<file path="src/rtl/core/rbb_pkg.sv">
`timescale 1ns / 1ps
`default_nettype none

package rbb_pkg;

  localparam int MAX_WIDTH_DEF  = 1024;
  localparam int MAX_HEIGHT_DEF = 1024;
  localparam int MAX_RADIUS_DEF = 3;

  localparam int CFG_W     = 11;
  localparam int RAD_W     = 2;
  localparam int CFG_IDX_W = 2;
  localparam int CHAN_W    = 8;
  localparam int PIX_W     = 3 * CHAN_W;

  localparam logic [CFG_W-1:0] WIDTH_RST  = 11'd1024;
  localparam logic [CFG_W-1:0] HEIGHT_RST = 11'd1024;
  localparam logic [RAD_W-1:0] RADIUS_RST = 2'd1;

  // quotient = (sum * recip) >> RECIP_K, exact for every window sum up to 225 * 255
  localparam int RECIP_K = 24;
  localparam int RECIP_W = 25;

  typedef enum logic [CFG_IDX_W-1:0] {
    REG_FRAME_WIDTH  = 2'd0,
    REG_FRAME_HEIGHT = 2'd1,
    REG_BLUR_RADIUS  = 2'd2
  } cfg_reg_t;

  typedef struct packed {
    logic              mode;
    logic [CHAN_W-1:0] red_in;
    logic [CHAN_W-1:0] green_in;
    logic [CHAN_W-1:0] blue_in;
  } in_item_t;

  typedef struct packed {
    logic [CHAN_W-1:0] red_out;
    logic [CHAN_W-1:0] green_out;
    logic [CHAN_W-1:0] blue_out;
    logic              frame_end;
  } out_item_t;

  typedef struct packed {
    logic clr;
    logic acc;
    logic mul;
  } lane_ctrl_t;

  // ceil(2^24 / (2r+1)^2) for radius 0..7
  function automatic logic [RECIP_W-1:0] recip_mult(input logic [2:0] rad);
    logic [RECIP_W-1:0] m;
    begin
      case (rad)
        3'd0: m = 25'd16777216;
        3'd1: m = 25'd1864136;
        3'd2: m = 25'd671089;
        3'd3: m = 25'd342393;
        3'd4: m = 25'd207127;
        3'd5: m = 25'd138655;
        3'd6: m = 25'd99274;
        3'd7: m = 25'd74566;
        default: m = 25'd16777216;
      endcase
      return m;
    end
  endfunction

endpackage

`default_nettype wire

</file>
<file path="src/rtl/core/rbb_merge.sv">
`timescale 1ns / 1ps
`default_nettype none

module rbb_merge (
  input  wire logic                       clk,
  input  wire logic                       rst_n,
  input  wire logic                       load,
  input  wire logic [rbb_pkg::CHAN_W-1:0] red_q,
  input  wire logic [rbb_pkg::CHAN_W-1:0] green_q,
  input  wire logic [rbb_pkg::CHAN_W-1:0] blue_q,
  input  wire logic                       frame_end,
  input  wire logic                       out_ready,
  output logic                            out_valid,
  output rbb_pkg::out_item_t              out_data,
  output logic                            out_free
);
  import rbb_pkg::*;

  logic      out_valid_r;
  out_item_t out_data_r;

  assign out_free = !out_valid_r || out_ready;

  always_ff @(posedge clk) begin
    if (!rst_n) begin
      out_valid_r <= 1'b0;
    end else if (load) begin
      out_valid_r <= 1'b1;
    end else if (out_ready) begin
      out_valid_r <= 1'b0;
    end
  end

  always_ff @(posedge clk) begin
    if (load) begin
      out_data_r <= '{red_out: red_q, green_out: green_q, blue_out: blue_q,
                      frame_end: frame_end};
    end
  end

  assign out_valid = out_valid_r;
  assign out_data  = out_data_r;

endmodule

`default_nettype wire

</file>
<file path="config.mk">
export PLATFORM = sky130hd
export DESIGN_NAME = rbb_merge
export DESIGN_NICKNAME = d
export VERILOG_FILES = /design/src/rtl/core/rbb_pkg.sv /design/src/rtl/core/rbb_merge.sv
export SDC_FILE = /design/constraint.sdc
export NUM_CORES = 1
export LEC_CHECK = 0
export BUFFER_PORTS_ARGS = -buffer_cell sky130_fd_sc_hd__buf_2
export CORE_ASPECT_RATIO = 0.8
export CORE_MARGIN = 10
export CORE_UTILIZATION = 39
export DETAILED_ROUTE_END_ITERATION = 10
export PLACE_DENSITY = 0.74
export SYNTH_ARGS = -nofsm -noshare
export SYNTH_HDL_FRONTEND = slang
export SYNTH_SLANG_ARGS = --single-unit
</file>
<file path="constraint.sdc">
create_clock -name clk -period 0.8 [get_ports clk]
set_input_delay 0.12 -clock clk [delete_from_list [all_inputs] [get_ports clk]]
set_output_delay 0.12 -clock clk [all_outputs]
set_load 0.005 [all_outputs]
</file>
==> flow_summary_export.csv, run 1 <==
group,metric,value,unit
sta,grt_setup_unrepaired,"yes",
logic_synthesis,synth_top_cell_by_area,"edfxtp_1",
global_route,grt_pass1_wl,3.27,mm
clocking,clock_latency,310,ps
sta,maxSlewHeadroom,0.910,
global_route,grt.overflow.total,0,
clocking,cts.path.max_buffers,2,
floorplan,design.portCount,56,
critical_path,crit_buf_inv,1,
clocking,htree_levels,1,
logic_synthesis,synth_area,800,um2
critical_path,critPathMaxStageDelay,400,ps
clocking,cts_num_sinks,26,
worst_hold_path,hold_class,"input port to register",
routing,detailedRoute.firstIterationViolations,11,
critical_path,end_kind,"primary output",
placed_design,placedCellCount,110,
global_route,grt_antenna_before_repair,0,
logic_synthesis,synth.avg_cell_area,27.6,um2
critical_path,slowest_cell_on_the_critical_path,"edfxtp_1",
sta,final.setup.tns,-3810,ps
sta,post-route-worst-setup-slack,-175,ps
floorplan,initial_utilization,0.419,
clocking,cts.clk_slew.worst_paths,140,ps
floorplan,placeableCoreArea,0.00191,mm2
logic_synthesis,mappedNetlistNets,58,
critical_path,setup.worst_path.start_class,"register",
floorplan,floorplan.die.width,70.6,um
power_and_ir_drop,power.combinational.fraction,0.134,
sta,fmax,1030,MHz
power_and_ir_drop,switching_share,0.193,
power_and_ir_drop,power.sequential.fraction,0.625,
finish,post_route_cells_drive_above_1_share,0.560,
logic_synthesis,postSynthCellCount,29,
critical_path,worstPathArrival,850,ps
routing,post_drt_via_cell_ratio,4.14,
sta,hold-worst-slack,27.8,ps
critical_path,rr_startpoint,"out_valid",
logic_synthesis,post_synth_num_cell_types,5,
clocking,root_buffer,"clkbuf_4",
critical_path,timing.critical_path.cells,"buf_2",
status,failing_checks,"setup timing",
global_route,largest_net_degree_at_the_start_of_global_routing,15,
finish,syn_to_final_growth,80.9,%
sta,clock_skew_after_layout,0,ps
critical_path,timing.critical_path.required,680,ps
logic_synthesis,synthTopCellsByArea,"edfxtp_1 (94%), dfxtp_1 (2.5%), nand2b_4 (1.7%)",
finish,multi_input_comb_area,25.0,um2
finish,finish.cell_count_without_fillers,140,
critical_path,worstPathMaxFanout,1,
sta,tightest_slew,136,ps
worst_hold_path,hp-start,"rst_n",
power_and_ir_drop,total_power,2.61,mW
routing,wire_per_inst,15.5,um
sta,report.final.setup_viol,27,
floorplan,row_count,14,
critical_path,critPathLaunch,"out_data[6]",
sta,final_min_period_over_clock_period,1.22,
finish,nFillCells,123,
finish,layout_common_cells,"buf_2 (54), dlygate4sd3_1 (25), edfxtp_1 (25)",
critical_path,worstSetupPathType,"register to primary output",
routing,via_count,580,
routing,postRouteWirelength,2.17,mm
power_and_ir_drop,p_leak,0.637,nW
sta,fin_hold_viols,0,
critical_path,cell_family_with_most_cp_delay,"flip-flops",
placed_design,gpl.final_weighted_congestion,0.662,
clocking,cts-buffers-inserted,3,
global_route,grt_use_total,0.0988,
power_and_ir_drop,power_switching,504,uW
power_and_ir_drop,cellInternalPower,2.11,mW
floorplan,die_outline_height,60.5,um
placed_design,io_buffers,55,
run,maxCapViolCount,0,
finish,insertedDiodeCount,0,
finish,final_nets,146,
logic_synthesis,synthDominantCellAreaShare,0.939,
routing,post-route-drc-count,0,
finish,layout.area.seq,772,um2
routing,drtAntennaViolNets,0,
sta,slew_viol_final,0,
power_and_ir_drop,clkPwrFrac,0.242,
logic_synthesis,yosys_register_bits,26,
sta,final_period_minus_worst_setup_slack,975,ps
power_and_ir_drop,vdd_ir_drop_max,1.76,mV
finish,layout.cells.most_common,"buf_2",
logic_synthesis,ys_seq_area_frac,0.964,
clocking,tritoncts,"yes",
floorplan,design.die.area,0.00427,mm2
status,run_status,"finished with violations",
logic_synthesis,synth-warning-count,0,
power_and_ir_drop,power.density_cell_area,1810,mW/mm2
global_route,grt_pass1_vias,634,
routing,first_pass_iters,3,
placed_design,pre_cts_ws,97.5,ps
-- per-stage QoR --
| stage | cell area [um2] | util |
|---|---|---|
| after CTS | 1450 | 0.758 |
| after global routing | 1450 | 0.758 |
| final | 1450 | 0.758 |
| after detailed placement | 1140 | 0.600 |
| after global placement | 1140 | 0.600 |
| after floorplan | 800 | - |
-- routing by layer --
| layer | vias to the layer above | wire, um | global-route usage |
|---|---|---|---|
| met2 | 33 | 1090 | 0.174 |
| li1 | 288 | - | - |
| met3 | 2 | 290 | 0.0636 |
| met5 | - | 0 | 0 |
| met1 | 257 | 768 | 0.0934 |
| met4 | 0 | 21 | 0.0358 |
-- power by group through the flow --
stage	clock network [mW]	registers, mW	logic [mW]
6_report	0.632	1.63	0.349
5_1_grt	0.704	1.64	0.380
4_1_cts	0.646	1.63	0.353
3_5_place_dp	0	1.66	0.253
3_3_place_gp	0	1.66	0.247
2_1_floorplan	0	1.68	0.0103
-- cells by family (layout without fill, tap and decap cells) --
group	Yosys count	count (layout)	share of synthesized area
flops	26	26	0.964
compound gates	1	1	0.0141
buf+inv	1	88	0.00469
simple gates	1	1	0.0172
-- cell usage after synthesis --
| cell type | n |
|---|---|
| nand2b_4 | 1 |
| dfxtp_1 | 1 |
| edfxtp_1 | 25 |
| a21boi_2 | 1 |
| inv_1 | 1 |
-- flip-flops by register name, summed over array words and instances (netlist names) --
register / flops
out_valid: 1
out_data: 25
-- layout make-up --
cell class	count	area share
multi-input cells	2	0.0173
flip-flops and latches	26	0.534
well taps	24	0.0208
inverters	1	0.00260
clock buffers	4	0.0251
repair buffers	83	0.401
-- final timing paths --
kind                            cells past startpoint  slack (ps)          end
worst min register to register                      3         580    out_valid
worst min-delay path                                2          30    out_valid
worst max register to register                      3          80    out_valid
worst max-delay path                                1        -170  out_data[6]
-- what timing repair did --
action,4_1_cts,5_1_grt
endpoints found under the hold margin,25,0
setup endpoints to repair,27,27
setup buffers,1,0
hold buffers,25,0
gates resized for setup,2,0
pin swaps,0,0
Note: power is estimated with default switching activity, not from simulation.
==> run 2, diff against run 1 <==
- CELL_PAD_IN_SITES_DETAIL_PLACEMENT: unset -> 0
- CELL_PAD_IN_SITES_GLOBAL_PLACEMENT: unset -> 1
- CORE_UTILIZATION: 39 -> 27
- PLACE_DENSITY: 0.74 -> 0.68
- clock period: 0.8 -> 0.83 ns (I/O delays scaled with it)
==> flow_summary_export.csv, run 2 (same netlist as run 1, synthesis figures left out) <==
group,metric,value,unit
critical_path,worstSetupPathType,"register to primary output",
clocking,cts.clk_slew.worst_paths,80,ps
critical_path,ff2ff_path_depth,4,
floorplan,row_count,17,
global_route,grt_antenna_before_repair,0,
sta,report.final.setup_viol,27,
floorplan,die_outline_height,68.7,um
clocking,tritoncts,"yes",
sta,fmax,1100,MHz
critical_path,r2r_slack,50,ps
finish,post_route_cells_drive_above_1_share,0.707,
global_route,grt_pass1_vias,565,
clocking,clock_latency,260,ps
clocking,htree_levels,1,
clocking,cts.path.max_buffers,2,
floorplan,floorplan.die.width,80.8,um
finish,final_nets,122,
floorplan,design.die.area,0.00555,mm2
power_and_ir_drop,vdd_ir_drop_max,0.991,mV
floorplan,placeableCoreArea,0.00281,mm2
finish,syn_to_final_growth,54.8,%
status,run_status,"finished with violations",
worst_hold_path,hp-start,"blue_q[7]",
critical_path,timing.critical_path.required,710,ps
routing,via_count,501,
sta,slew_viol_final,0,
routing,postRouteWirelength,1.89,mm
routing,post_drt_via_cell_ratio,3.85,
critical_path,setup.worst_path.start_class,"register",
sta,final_min_period_over_clock_period,1.10,
placed_design,io_buffers,55,
worst_hold_path,worst_hold_path.num_cells,1,
sta,post-route-worst-setup-slack,-81.1,ps
finish,layout_common_cells,"buf_2 (54), edfxtp_1 (25), clkbuf_8 (3), buf_6 (3), buf_12 (2)",
clocking,cts_num_sinks,26,
global_route,grt_pass1_wl,2.79,mm
clocking,post_cts_hold_buffer_count,0,
routing,drtAntennaViolNets,0,
sta,fin_hold_viols,0,
run,maxCapViolCount,0,
worst_hold_path,worstHoldEndpoint,"out_data[8]",
routing,wire_per_inst,14.6,um
sta,maxSlewHeadroom,0.930,
critical_path,worstPathArrival,790,ps
finish,layout.cells.most_common,"buf_2",
finish,largest_register_ffs,25,
global_route,largest_net_degree_at_the_start_of_global_routing,16,
global_route,grt.overflow.total,0,
sta,final_period_minus_worst_setup_slack,911,ps
sta,grt_setup_unrepaired,"yes",
routing,detailedRoute.firstIterationViolations,11,
floorplan,initial_utilization,0.285,
finish,insertedDiodeCount,0,
critical_path,rr_startpoint,"out_valid",
finish,fin_util,0.441,
power_and_ir_drop,power.density_cell_area,2040,mW/mm2
critical_path,r2r-end,"out_valid",
worst_hold_path,hold_class,"input port to register",
power_and_ir_drop,p_leak,0.542,nW
routing,post-route-drc-count,0,
sta,clock_skew_after_layout,0,ps
sta,tightest_slew,105,ps
routing,first_pass_iters,2,
placed_design,gpl.final_weighted_congestion,0.675,
critical_path,end_kind,"primary output",
critical_path,worstPathMaxFanout,2,
floorplan,design.portCount,56,
clocking,root_buffer,"clkbuf_8",
placed_design,hpwlAfterDp,1.61,mm
status,failing_checks,"setup timing",
global_route,grt_use_total,0.0680,
clocking,cts-buffers-inserted,3,
power_and_ir_drop,total_power,2.52,mW
-- run 2: area by class of cell --
class                   instances  area, um2
clock inverters                 1       3.75
fillers                       275       1570
inverters                       1       3.75
flip-flops and latches         26        772
well taps                      38       47.5
multi-input cells               2       25.0
clock buffers                   3       41.3
repair buffers                 59        344
-- run 2: report_power, final --
group,internal (mW),switching [mW]
Combinational,0.145,0.105
Sequential,1.55,0.0227
Clock,0.331,0.367
-- run 2: how the worst max path moves through the flow --
stage               cells after the start      endpoint  slack [ps]    startpoint
floorplan                               2     out_valid         220     out_valid
global placement                        2   out_data[4]         120          load
detailed placement                      2   out_data[2]         110          load
CTS                                     1  out_data[11]         -90  out_data[11]
global route                            1  out_data[11]        -130  out_data[11]
finish                                  2      out_free         -80     out_valid
-- run 2: timing repair --
item	4_1_cts	5_1_grt
endpoints found under the setup margin	27	27
resized for setup	2	2
pin swaps	0	1
buffers inserted	1	1
-- run 2: per-stage QoR --
| stage | std cells | setup TNS [ps] | setup WS (ps) | area [um2] | hold WS (ps) |
|---|---|---|---|---|---|
| finish | 130 | -1480 | -81.1 | 1240 | 28.6 |
| global placement | 124 | 0 | 120 | 1160 | 301 |
| floorplan | 29 | 0 | 222 | 800 | 223 |
| global route | 130 | -2780 | -130 | 1240 | 10.1 |
| CTS | 129 | -1890 | -93.3 | 1220 | 21.2 |
| detailed placement | 124 | 0 | 109 | 1160 | 303 |
-- run 2: routing by layer --
layer | vias to the layer above | wire, um | GRT usage
met4 | 0 | 17 | 0.0323
met1 | 220 | 688 | 0.0597
met5 | - | 0 | 0
met2 | 40 | 747 | 0.0972
met3 | 4 | 439 | 0.0749
li1 | 237 | - | -
-- run 2: critical path: stages (launching register included) --
cell and delay [ps]:
dfxtp_2 350, nand2b_4 60, buf_6 110
