### src/rtl/core/rbb_pkg.sv
`timescale 1ns / 1ps
`default_nettype none

package rbb_pkg;

  localparam int MAX_WIDTH_DEF  = 1024;
  localparam int MAX_HEIGHT_DEF = 1024;
  localparam int MAX_RADIUS_DEF = 3;

  localparam int CFG_W     = 11;
  localparam int RAD_W     = 2;
  localparam int CFG_IDX_W = 2;
  localparam int CHAN_W    = 8;
  localparam int PIX_W     = 3 * CHAN_W;

  localparam logic [CFG_W-1:0] WIDTH_RST  = 11'd1024;
  localparam logic [CFG_W-1:0] HEIGHT_RST = 11'd1024;
  localparam logic [RAD_W-1:0] RADIUS_RST = 2'd1;

  // quotient = (sum * recip) >> RECIP_K, exact for every window sum up to 225 * 255
  localparam int RECIP_K = 24;
  localparam int RECIP_W = 25;

  typedef enum logic [CFG_IDX_W-1:0] {
    REG_FRAME_WIDTH  = 2'd0,
    REG_FRAME_HEIGHT = 2'd1,
    REG_BLUR_RADIUS  = 2'd2
  } cfg_reg_t;

  typedef struct packed {
    logic              mode;
    logic [CHAN_W-1:0] red_in;
    logic [CHAN_W-1:0] green_in;
    logic [CHAN_W-1:0] blue_in;
  } in_item_t;

  typedef struct packed {
    logic [CHAN_W-1:0] red_out;
    logic [CHAN_W-1:0] green_out;
    logic [CHAN_W-1:0] blue_out;
    logic              frame_end;
  } out_item_t;

  typedef struct packed {
    logic clr;
    logic acc;
    logic mul;
  } lane_ctrl_t;

  // ceil(2^24 / (2r+1)^2) for radius 0..7
  function automatic logic [RECIP_W-1:0] recip_mult(input logic [2:0] rad);
    logic [RECIP_W-1:0] m;
    begin
      case (rad)
        3'd0: m = 25'd16777216;
        3'd1: m = 25'd1864136;
        3'd2: m = 25'd671089;
        3'd3: m = 25'd342393;
        3'd4: m = 25'd207127;
        3'd5: m = 25'd138655;
        3'd6: m = 25'd99274;
        3'd7: m = 25'd74566;
        default: m = 25'd16777216;
      endcase
      return m;
    end
  endfunction

endpackage

`default_nettype wire

### src/rtl/core/rbb_lane.sv
`timescale 1ns / 1ps
`default_nettype none

module rbb_lane #(
  parameter int SUM_W = 16
) (
  input  wire logic                        clk,
  input  wire rbb_pkg::lane_ctrl_t         ctrl,
  input  wire logic [rbb_pkg::CHAN_W-1:0]  din,
  input  wire logic [rbb_pkg::RECIP_W-1:0] recip,
  output logic      [rbb_pkg::CHAN_W-1:0]  quot
);
  import rbb_pkg::*;

  logic [SUM_W-1:0]         sum_r;
  logic [SUM_W+RECIP_W-1:0] prod_r;

  always_ff @(posedge clk) begin
    if (ctrl.clr) begin
      sum_r <= '0;
    end else if (ctrl.acc) begin
      sum_r <= sum_r + SUM_W'(din);
    end
    if (ctrl.mul) begin
      prod_r <= (SUM_W+RECIP_W)'(sum_r) * (SUM_W+RECIP_W)'(recip);
    end
  end

  assign quot = prod_r[RECIP_K +: CHAN_W];

endmodule

`default_nettype wire

### config.mk
export PLATFORM = sky130hd
export DESIGN_NAME = rbb_lane
export DESIGN_NICKNAME = d
export VERILOG_FILES = /design/src/rtl/core/rbb_pkg.sv /design/src/rtl/core/rbb_lane.sv
export SDC_FILE = /design/constraint.sdc
export NUM_CORES = 1
export LEC_CHECK = 0
export ABC_AREA = 1
export BUFFER_PORTS_ARGS = -buffer_cell sky130_fd_sc_hd__buf_2
export CORE_AREA = 2 2 172 174
export CTS_BUF_LIST = sky130_fd_sc_hd__clkbuf_16
export CTS_CLUSTER_SIZE = 25
export DETAILED_ROUTE_END_ITERATION = 8
export DIE_AREA = 0 0 174 176
export PLACE_DENSITY = 0.7
export SLEW_MARGIN = 20
export SYNTH_ARGS = -nofsm -noshare
export SYNTH_HDL_FRONTEND = slang
export SYNTH_SLANG_ARGS = --single-unit
### constraint.sdc
create_clock -name clk -period 7.95 [get_ports clk]
set_input_delay 0 -clock clk [delete_from_list [all_inputs] [get_ports clk]]
set_output_delay 0 -clock clk [all_outputs]
set_load 0.1 [all_outputs]
==> results of run 1 <==
through the flow:
stage	cells	area [sq um]	hold slack (ps)	util	total power, mW
2_1_floorplan	1750	12700	72.4	-	1.64
3_3_place_gp	2107	13200	317	0.463	2.10
3_5_place_dp	2107	13200	332	0.463	2.11
4_1_cts	2111	13300	62.6	0.466	2.29
5_1_grt	2115	13300	91.8	0.467	2.57
6_report	2115	13300	49.6	0.467	2.29
cell usage in the layout (no fill, tap or decap), types with 2 or more instances in the layout:
cell type | netlist | layout
sky130_fd_sc_hd__inv_1 | 529 | 529
sky130_fd_sc_hd__xor2_1 | 4 | 4
sky130_fd_sc_hd__ha_1 | 80 | 80
sky130_fd_sc_hd__dfxtp_2 | 0 | 2
sky130_fd_sc_hd__o21ai_0 | 14 | 14
sky130_fd_sc_hd__buf_2 | 13 | 44
sky130_fd_sc_hd__dfxtp_1 | 16 | 14
sky130_fd_sc_hd__buf_4 | 0 | 16
sky130_fd_sc_hd__clkbuf_16 | 0 | 3
sky130_fd_sc_hd__a31oi_1 | 2 | 2
sky130_fd_sc_hd__fa_1 | 286 | 286
sky130_fd_sc_hd__edfxtp_1 | 8 | 8
sky130_fd_sc_hd__o211ai_1 | 2 | 2
sky130_fd_sc_hd__o21bai_1 | 3 | 3
sky130_fd_sc_hd__inv_2 | 5 | 5
sky130_fd_sc_hd__nand2_1 | 523 | 523
sky130_fd_sc_hd__nor4_1 | 7 | 7
sky130_fd_sc_hd__nand3_1 | 42 | 42
sky130_fd_sc_hd__nor2_4 | 2 | 2
sky130_fd_sc_hd__nand2_2 | 3 | 3
sky130_fd_sc_hd__nor2_1 | 54 | 54
sky130_fd_sc_hd__nand4_1 | 6 | 6
sky130_fd_sc_hd__a21o_1 | 2 | 2
sky130_fd_sc_hd__nor3_1 | 7 | 7
sky130_fd_sc_hd__o21a_1 | 4 | 4
sky130_fd_sc_hd__o21ai_1 | 10 | 10
sky130_fd_sc_hd__a21oi_1 | 41 | 41
sky130_fd_sc_hd__diode_2 | 0 | 4
routing by layer:
layer  track usage  vias up  wire length [um]
li1              -     4868                 -
met2         0.401      368             16300
met1         0.308     5173             14000
met5             0        -                 0
met4        0.0546        0               716
met3        0.0472       43              2660
critical path: stages, from the launching register on:
cell                      delay, ps
sky130_fd_sc_hd__dfxtp_1        990
sky130_fd_sc_hd__nand2_1        150
sky130_fd_sc_hd__fa_1           530
sky130_fd_sc_hd__inv_1           60
sky130_fd_sc_hd__fa_1           540
sky130_fd_sc_hd__inv_1           50
sky130_fd_sc_hd__fa_1           510
sky130_fd_sc_hd__inv_1           60
sky130_fd_sc_hd__fa_1           460
sky130_fd_sc_hd__fa_1           520
sky130_fd_sc_hd__inv_1           50
sky130_fd_sc_hd__fa_1           470
sky130_fd_sc_hd__inv_1           40
sky130_fd_sc_hd__ha_1           400
sky130_fd_sc_hd__nand2_1        110
sky130_fd_sc_hd__nor2_1         180
sky130_fd_sc_hd__inv_1          100
sky130_fd_sc_hd__nor4_1         320
sky130_fd_sc_hd__nand3_1        220
sky130_fd_sc_hd__nand3_1        120
sky130_fd_sc_hd__nand2_1         50
worst paths after layout:
path                endpoint  slack (ps)  cells after the start
setup reg to reg  prod_r[30]        1770                     20
hold / removal     sum_r[15]          50                      2
setup / recovery  prod_r[30]        1770                     20
hold reg to reg     sum_r[0]         580                      2
state kept, by name, summed over array words and instances, names as in the netlist:
| signal | count |
|---|---|
| prod_r | 8 |
| sum_r | 16 |
report_power, final:
part / leakage (nW) / switching, mW / internal, mW
Clock: 0.0511 / 0.0525 / 0.100
Combinational: 7.63 / 1.29 / 0.643
Sequential: 0.212 / 0.0332 / 0.166
Total: 7.89 / 1.38 / 0.909
cell type report:
| cell class | count | area (sq um) |
|---|---|---|
| Antenna cell | 4 | 10.0 |
| Clock buffer | 3 | 75.1 |
| Clock inverter | 1 | 30.0 |
| Fill cell | 2888 | 15200 |
| Inverter | 535 | 2010 |
| Multi-Input combinational cell | 1104 | 9820 |
| Sequential cell | 24 | 563 |
| Tap cell | 384 | 480 |
| Timing Repair Buffer | 60 | 340 |
cell families after synthesis:
logic type	after synthesis
simple gates	648
buf+inv	622
fa+ha+maj	366
compound gates	85
flops	24
xor+xnor	5
==> results, run 1 <==
- The run finished with clean final reports.
- The later-pin clock latency in the skew report is 270 ps.
- The TritonCTS buffer count is 3.
- Among all flip-flop cells after synthesis, the most frequent one is sky130_fd_sc_hd__dfxtp_1.
- The highest ir drop seen on vdd is 354 uV.
- Relative to the synthesized area, the layout overhead comes to 4.68%.
- The post-synthesis instance area is 12700 sq um.
- The tightest min-delay check is of the in -> reg type.
- Counting every instance in the synthesized netlist gives 1750.
- The share of synthesized cell area in and, or, nand and nor gates is 0.201.
- Routability-driven placement finished with a final weighted congestion of 1.00.
- The average size of a mapped cell is 7.27 sq um.
- CTS built an H-tree with a depth of 1.
- Row generation in the floorplan step produced 62 rows.
- The post-synthesis register bit count is 24.
- In this run the tightest slew margin relative to its limit is 0.248.
- Clock-pin slew was measured on the worst setup and hold paths at 70 ps.
- The ratio of cells with drive above 1 in the final layout is 0.0452.
- The final worst-path setup slack is 1770 ps.
- Setup violations remaining at the end of the flow were counted as 0.
- The number of library cell types mapped by synthesis is 39.
- At the worst endpoint, the required time is 7980 ps.
- Entering global routing, the biggest net connects 28 pins.
- The startpoint of the lowest-slack register-to-register path is sum_r[3].
- The slew at the pin closest to its max-slew limit is 1130 ps.
- The count of port buffers added during placement is 44.
- The effective utilization at floorplan is 0.446.
- The wire length of the first global-routing pass is 57000 um.
- The startpoint identified for the worst hold timing path is ctrl[2].
- The total global-route track usage is 0.234.
- Summed over all nets, the half-perimeter wirelength after detailed placement is 28100 um.
- The top fanout value on the critical path is 21.
- The average wire per cell in the routed design is 15.9 um.
- In this run the vertical extent of the chip is 176 um.
- Sorting the synthesized cells by area gives the leading types as sky130_fd_sc_hd__fa_1, sky130_fd_sc_hd__inv_1, sky130_fd_sc_hd__nand2_1, sky130_fd_sc_hd__ha_1, sky130_fd_sc_hd__dfxtp_1.
- The final cycle utilization of the critical path is 0.777.
- The maximum clock frequency is 162 MHz.
- STA classifies the critical path startpoint as a flip-flop.
- The post-detailed-route via-to-cell ratio is 4.94.
- The routed design has 33600 um of wire.
- Counting I/O delays and the setup requirement, the final critical path takes 6180 ps.
- The cell accounting for the most synthesized area is sky130_fd_sc_hd__fa_1.
- The hold violation count in the final report is 0.
- The post-synthesis mux area share is 0.
- The number of global-route vias before repair is 11231.
- After synthesis, the largest family of logic cells by area is adder cells.
- The number of antenna-violating nets in the routed design is 0.
- The die covers 30600 sq um.
- Before CTS, the worst setup slack after placement is 1750 ps.
- The sequential-to-total area share from yosys stat is 0.0440.
- Of the total synthesized cell area, the portion taken by full adders, half adders and majority gates is 0.528.
- The master cell of the clock root buffer is sky130_fd_sc_hd__clkbuf_16.
- The final-stage net count is 2131.
- The data arrival time of the critical path is 6210 ps.
- The final total negative setup slack is 0 ps.
- The start point of the critical path is sum_r[3].
- The number of hold-repair buffers added at the cts stage is 0.
- The post-synthesis compound-gate area fraction is 0.0380.
- The number of flops mapped to enable cells by yosys is 8.
- The first routing iteration left 636 violations.
- After global routing the overflow that remains totals 0.
- 45 I/O pins were placed.
- Before antenna repair, the detailed router went through 5 iterations.
- STA classifies the critical path endpoint as a flip-flop.
- The proportion of synthesized flip-flops having asynchronous set or reset is 0.
- In the synthesized netlist, the cells that appear most often are sky130_fd_sc_hd__inv_1, sky130_fd_sc_hd__nand2_1, sky130_fd_sc_hd__fa_1.
- The clock net in this run drives a total of 24 sinks.
- Max-cap violations in this run came to 0.
- The number of antenna violations at the first check in global routing is 4.
- Once the clock tree was built, the resizer swapped 0 gates to a different size.
- The most common cell in the synthesized netlist is sky130_fd_sc_hd__inv_1.
- In this run the static leakage power is 7.89 nW.
- The TritonCTS clock tree is yes.
- The total area inside the core boundary comes to 28500 sq um.
- The critical path is of the reg -> reg type.
- The number of max-slew violations in the final report came to 0.
- The post-CTS setup repair buffer count is 0.
- The die is 174 um wide.
- Setup repair after global routing left no endpoint under its margin.
- The total power density per cell area is 172 nW/um^2.
- The number of DRC violations after detailed routing is 0.
- The share of synthesized area in the top cell type comes to 0.450.
- The number of vias after detailed routing is 10452.
- For this run, the number of Yosys warnings is 0.
- The maximum count of clock buffers along a single path is 2.
- The post-synthesis share of cell area spent on xor and xnor gates is 0.00344.
- Across the routed clock network, the largest skew measured is 1.44 ps.
- Synthesis produced a netlist with a net count of 2153.
Note: power is estimated with default switching activity, not from simulation.
==> run 2: changes to the inputs <==
ABC_AREA = 0   (was 1)
CORE_AREA = 2 2 164 166   (was 2 2 172 174)
DIE_AREA = 0 0 166 168   (was 0 0 174 176)
clock period = 6.1 ns   (was 7.95 ns; I/O delays follow)
==> results, run 2 <==
- Counting stages on the worst path, the most repeated cell is sky130_fd_sc_hd__fa_1.
- The largest registers in the layout are sum_r x16, prod_r x8.
- Ranked by total cell area, the synthesized netlist is headed by sky130_fd_sc_hd__fa_1, sky130_fd_sc_hd__inv_1, sky130_fd_sc_hd__ha_1, sky130_fd_sc_hd__and2_1, sky130_fd_sc_hd__nand2_1.
- The wire length of the first global-routing pass is 46200 um (-19%).
- The effective utilization at floorplan came to 0.440 (-0.00636).
- The TritonCTS clock tree is yes.
- The final cycle utilization of the critical path is 0.954 (+0.177).
- The internal cell power is 1.05 mW (+16%).
- The total global-route track usage came to 0.208 (-0.0267).
- The average wire per cell in the routed design is 16.2 um (+1.6%).
- The area of the die came to 27900 sq um (-8.9%).
- The number of cells produced by synthesis is 1297 (-26%).
- The final worst-path setup slack is 283 ps (-1490 ps).
- The slew at the pin closest to its max-slew limit is 1040 ps (-89.0 ps).
- The data arrival time of the critical path is 5850 ps (-360 ps).
- The startpoint class of the critical path is a flip-flop.
- The number of vias after detailed routing is 8413 (-20%).
- The number of max-slew violations in the final report is 0 (unchanged).
- The final design area excluding fillers is 12400 sq um (-7.0%).
- The most common cell in the synthesized netlist is sky130_fd_sc_hd__inv_1.
- The number of DRC violations after detailed routing was 0 (unchanged).
- The post-synthesis register bit count is 24 (unchanged).
- The data required time at the worst endpoint is 6130 ps (-1850 ps).
- The number of global-route vias before repair is 9414 (-16%).
- The library cells used most frequently in the layout, excluding fill and tap cells, are sky130_fd_sc_hd__inv_1, sky130_fd_sc_hd__fa_1, sky130_fd_sc_hd__nand2_1, sky130_fd_sc_hd__and2_1, sky130_fd_sc_hd__ha_1.
- The terminus of the critical flop-to-flop path is prod_r[30].
- The horizontal extent of the die was 166 um (-4.6%).
- The largest net degree at the start of global routing is 26 (-7.1%).
- The overall overflow remaining after global route is 0 (unchanged).
- The total net switching power was 1.24 mW (-9.8%).
- The clock edge transition at the registers on the reported setup and hold paths is 80 ps (about the same).
- The later-pin clock latency in the skew report is 280 ps (about the same).
- Setup repair after global routing could not meet its margin everywhere.
- The net count after synthesis is 1700 (-21%).
- The post-synthesis instance area is 11600 sq um (-9.0%).
- The kind of cell adding the most delay to the critical path is adder cells.
- The final wirelength was 26800 um (-20%).
- The top-level port count is 45 (unchanged).
- The DRC marker count from the first detailed-route iteration is 449 (-29%).
- The min-delay analysis places its worst path in the category in -> reg.
- The combined buffer and inverter count along the critical path came to 4 (-2).
- The length of the first detailed-routing pass in iterations is 6 (+1).
- The number of flops mapped to enable cells by yosys is 8 (unchanged).
- The area of the multi-input gates is 9640 sq um (-1.9%).
- The top fanout value on the critical path is 14 (-33%).
- The number of standard cells in the final layout excluding fillers is 1656 (-22%).
- STA classifies the critical path endpoint as a flip-flop.
- The worst setup path is of the reg -> reg kind.
- After synthesis, the most frequently instantiated cells are sky130_fd_sc_hd__inv_1, sky130_fd_sc_hd__fa_1, sky130_fd_sc_hd__nand2_1.
- The number of cells on the worst reg-to-reg path is 19 (-5.0%).
- The worst slew slack as a fraction of its limit is 0.308 (+0.0594).
- The sequential power share is 0.102 (+0.015).
- The count of cell instances traversed by the critical path is 19 (-5.0%).
- The static leakage is 6.17 nW (-22%).
- The layout-stage area growth over the synthesis result is 7.03%.
- The flip-flop count of the largest register, all copies and words added is 16 (unchanged).
- The most critical setup path has its startpoint at sum_r[12].
- The count of port buffers added during placement is 44 (unchanged).
- The fraction of synthesized cell area taken by the top area cell type is 0.494 (+0.0446).
- The critical path endpoint is prod_r[30].
- The final-stage net count is 1718 (-19%).
- The number of standard-cell rows in the floorplan came to 60 (-3.2%).
- The slowest stage cell on the critical path is sky130_fd_sc_hd__dfxtp_1.
- The proportion of synthesized flip-flops having asynchronous set or reset is 0 (unchanged).
- The worst-case register-to-register setup slack is 280 ps (-1490 ps).
- The critical path goes through buf_4, nand2_1, fa_1, inv_1, fa_1, fa_1, fa_1, fa_1, inv_1, fa_1, inv_1, ha_1, a21oi_1, o21ai_0, a31oi_1, o2111ai_4, a21oi_2, o21ai_1, xor2_1.
- The most frequently used flop master after synthesis is sky130_fd_sc_hd__dfxtp_1.
- The total power density per cell area is 185 nW/um^2 (+7.8%).
- The sequential-to-total area share from yosys stat is 0.0484 (+0.00436).
- The worst hold slack across all endpoints is 71.2 ps (+21.6 ps).
- The number of fillers in the final layout is 2562 (-11%).
- The count of endpoints failing setup in the final report is 0 (unchanged).
- More flip-flops sit in one register than any other, and that register is sum_r.
- The maximum clock frequency came to 172 MHz (+6.2%).
- The number of library cell types mapped by synthesis was 38 (-2.6%).
- The HPWL after detailed placement came to 22000 um (-22%).
- The die height came to 168 um (-4.5%).
- The combinational share of power came to 0.816 (-0.030).
- The max capacitance violation total is 0 (unchanged).
- The fraction of power consumed by the clock network was 0.082 (+0.015).
- The post-place instance area came to 12300 sq um (-7.1%).
- The placed instance count is 1651 (-22%).
- The post-route clock skew came to 8.20 ps (+6.76 ps).
- The final RePlAce weighted congestion was 0.836 (-16%).
- The number of antenna-violating nets in the routed design came to 0 (unchanged).
- The number of warnings reported in the yosys synthesis log came to 0 (unchanged).
- The maximum count of clock buffers along a single path came to 2 (unchanged).
- The total core area was 26400 sq um (-7.7%).
- The highest ir drop seen on vdd came to 128 uV (-64%).
- The number of antenna violations at the first check in global routing was 1 (-3).
- The hold violation count in the final report is 0 (unchanged).
- In this run the clock root is driven by a sky130_fd_sc_hd__clkbuf_16.
- The pre-CTS worst setup slack came to 178 ps (-1570 ps).
- The run finished with clean final reports.
- The average size of a mapped cell is 8.93 sq um (+23%).
- The TritonCTS buffer count came to 3 (unchanged).
- The number of hold-repair buffers added at the cts stage came to 0 (unchanged).
- The footprint of the flip-flops and latches is 566 sq um (+0.44%).
- The TritonCTS sink count came to 24 (unchanged).
- The deepest level of the CTS H-tree was 1 (unchanged).
- The minimum clock period is 5820 ps (-359 ps).
- The post-detailed-route via-to-cell ratio is 5.08 (+2.8%).
- The cell accounting for the most synthesized area is sky130_fd_sc_hd__fa_1.
- The leading cell type in the layout, fill and taps excluded is sky130_fd_sc_hd__inv_1.
- The switching portion of total power is 0.542 (-0.0606).
- In this run the critical register-to-register path is launched from sum_r[12].
- The largest incremental delay on the critical path was 650 ps (-340 ps).
- The ratio of cells with drive above 1 in the final layout is 0.0654 (+0.0203).
-- run 2: cell types whose count changed in the layout (fill, tap and decap cells not counted), sizes merged, moves of 12 or more --
cell | previous run | this run
and2 | 0 | 154
nand3 | 42 | 7
nand2 | 526 | 217
o21ai | 24 | 12
nor2 | 56 | 19
buf | 60 | 73
inv | 534 | 314
a21oi | 41 | 19
xnor2 | 1 | 23
-- run 2: metrics by stage --
step                 util  power [mW]  setup TNS [ps]
CTS                 0.470        2.33               0
finish              0.470        2.29               0
detailed placement  0.466        2.13               0
global placement    0.466        2.07               0
global route        0.470        2.62           -28.3
floorplan               -        1.67               0
-- run 2: metal layers --
metal,vias up,global-route usage,part of all wire
met5,-,0,0
met2,226,0.392,0.54
met1,4330,0.246,0.38
met3,68,0.0118,0.041
li1,3789,-,-
met4,0,0.0881,0.040
-- run 2: power by group through the flow --
stage                     clock, mW  combinational, mW  sequential (mW)
final                         0.187               1.87            0.234
after global routing          0.195               2.19            0.238
after CTS                     0.192               1.90            0.234
after detailed placement          0               1.89            0.237
after global placement            0               1.84            0.237
after floorplan                   0               1.28            0.391
-- run 2: cells by family after synthesis --
kind of cell	share of synthesized area
xor gates and xnor gates	0.0250
AOI/OAI and AO/OA	0.0398
and+or+nand+nor	0.178
muxes	0.00724
DFF	0.0484
adders and majority gates	0.581
buffers and inverters	0.121
-- run 2: area by class of cell --
cell class / count / area share
sequential: 24 / 0.0456
inverter: 314 / 0.0951
tap: 341 / 0.0344
timing repair buffer: 73 / 0.0394
clock buffer: 4 / 0.00807
multi-input combinational: 899 / 0.777
antenna: 1 / 0.000202
-- run 2: worst min-delay path by stage --
stage | start | end | cells after the start
detailed placement | ctrl[0] | prod_r[24] | 1
CTS | ctrl[0] | prod_r[25] | 1
global placement | ctrl[0] | prod_r[24] | 1
global route | ctrl[0] | prod_r[31] | 1
finish | ctrl[0] | prod_r[25] | 1
floorplan | ctrl[0] | prod_r[24] | 0
-- run 2: repair_timing --
action | in CTS | in global routing
buffers inserted | 0 | 0
gates resized for setup | 0 | 6
endpoints found under the hold margin | 0 | 0
endpoints found under the setup margin | 0 | 5
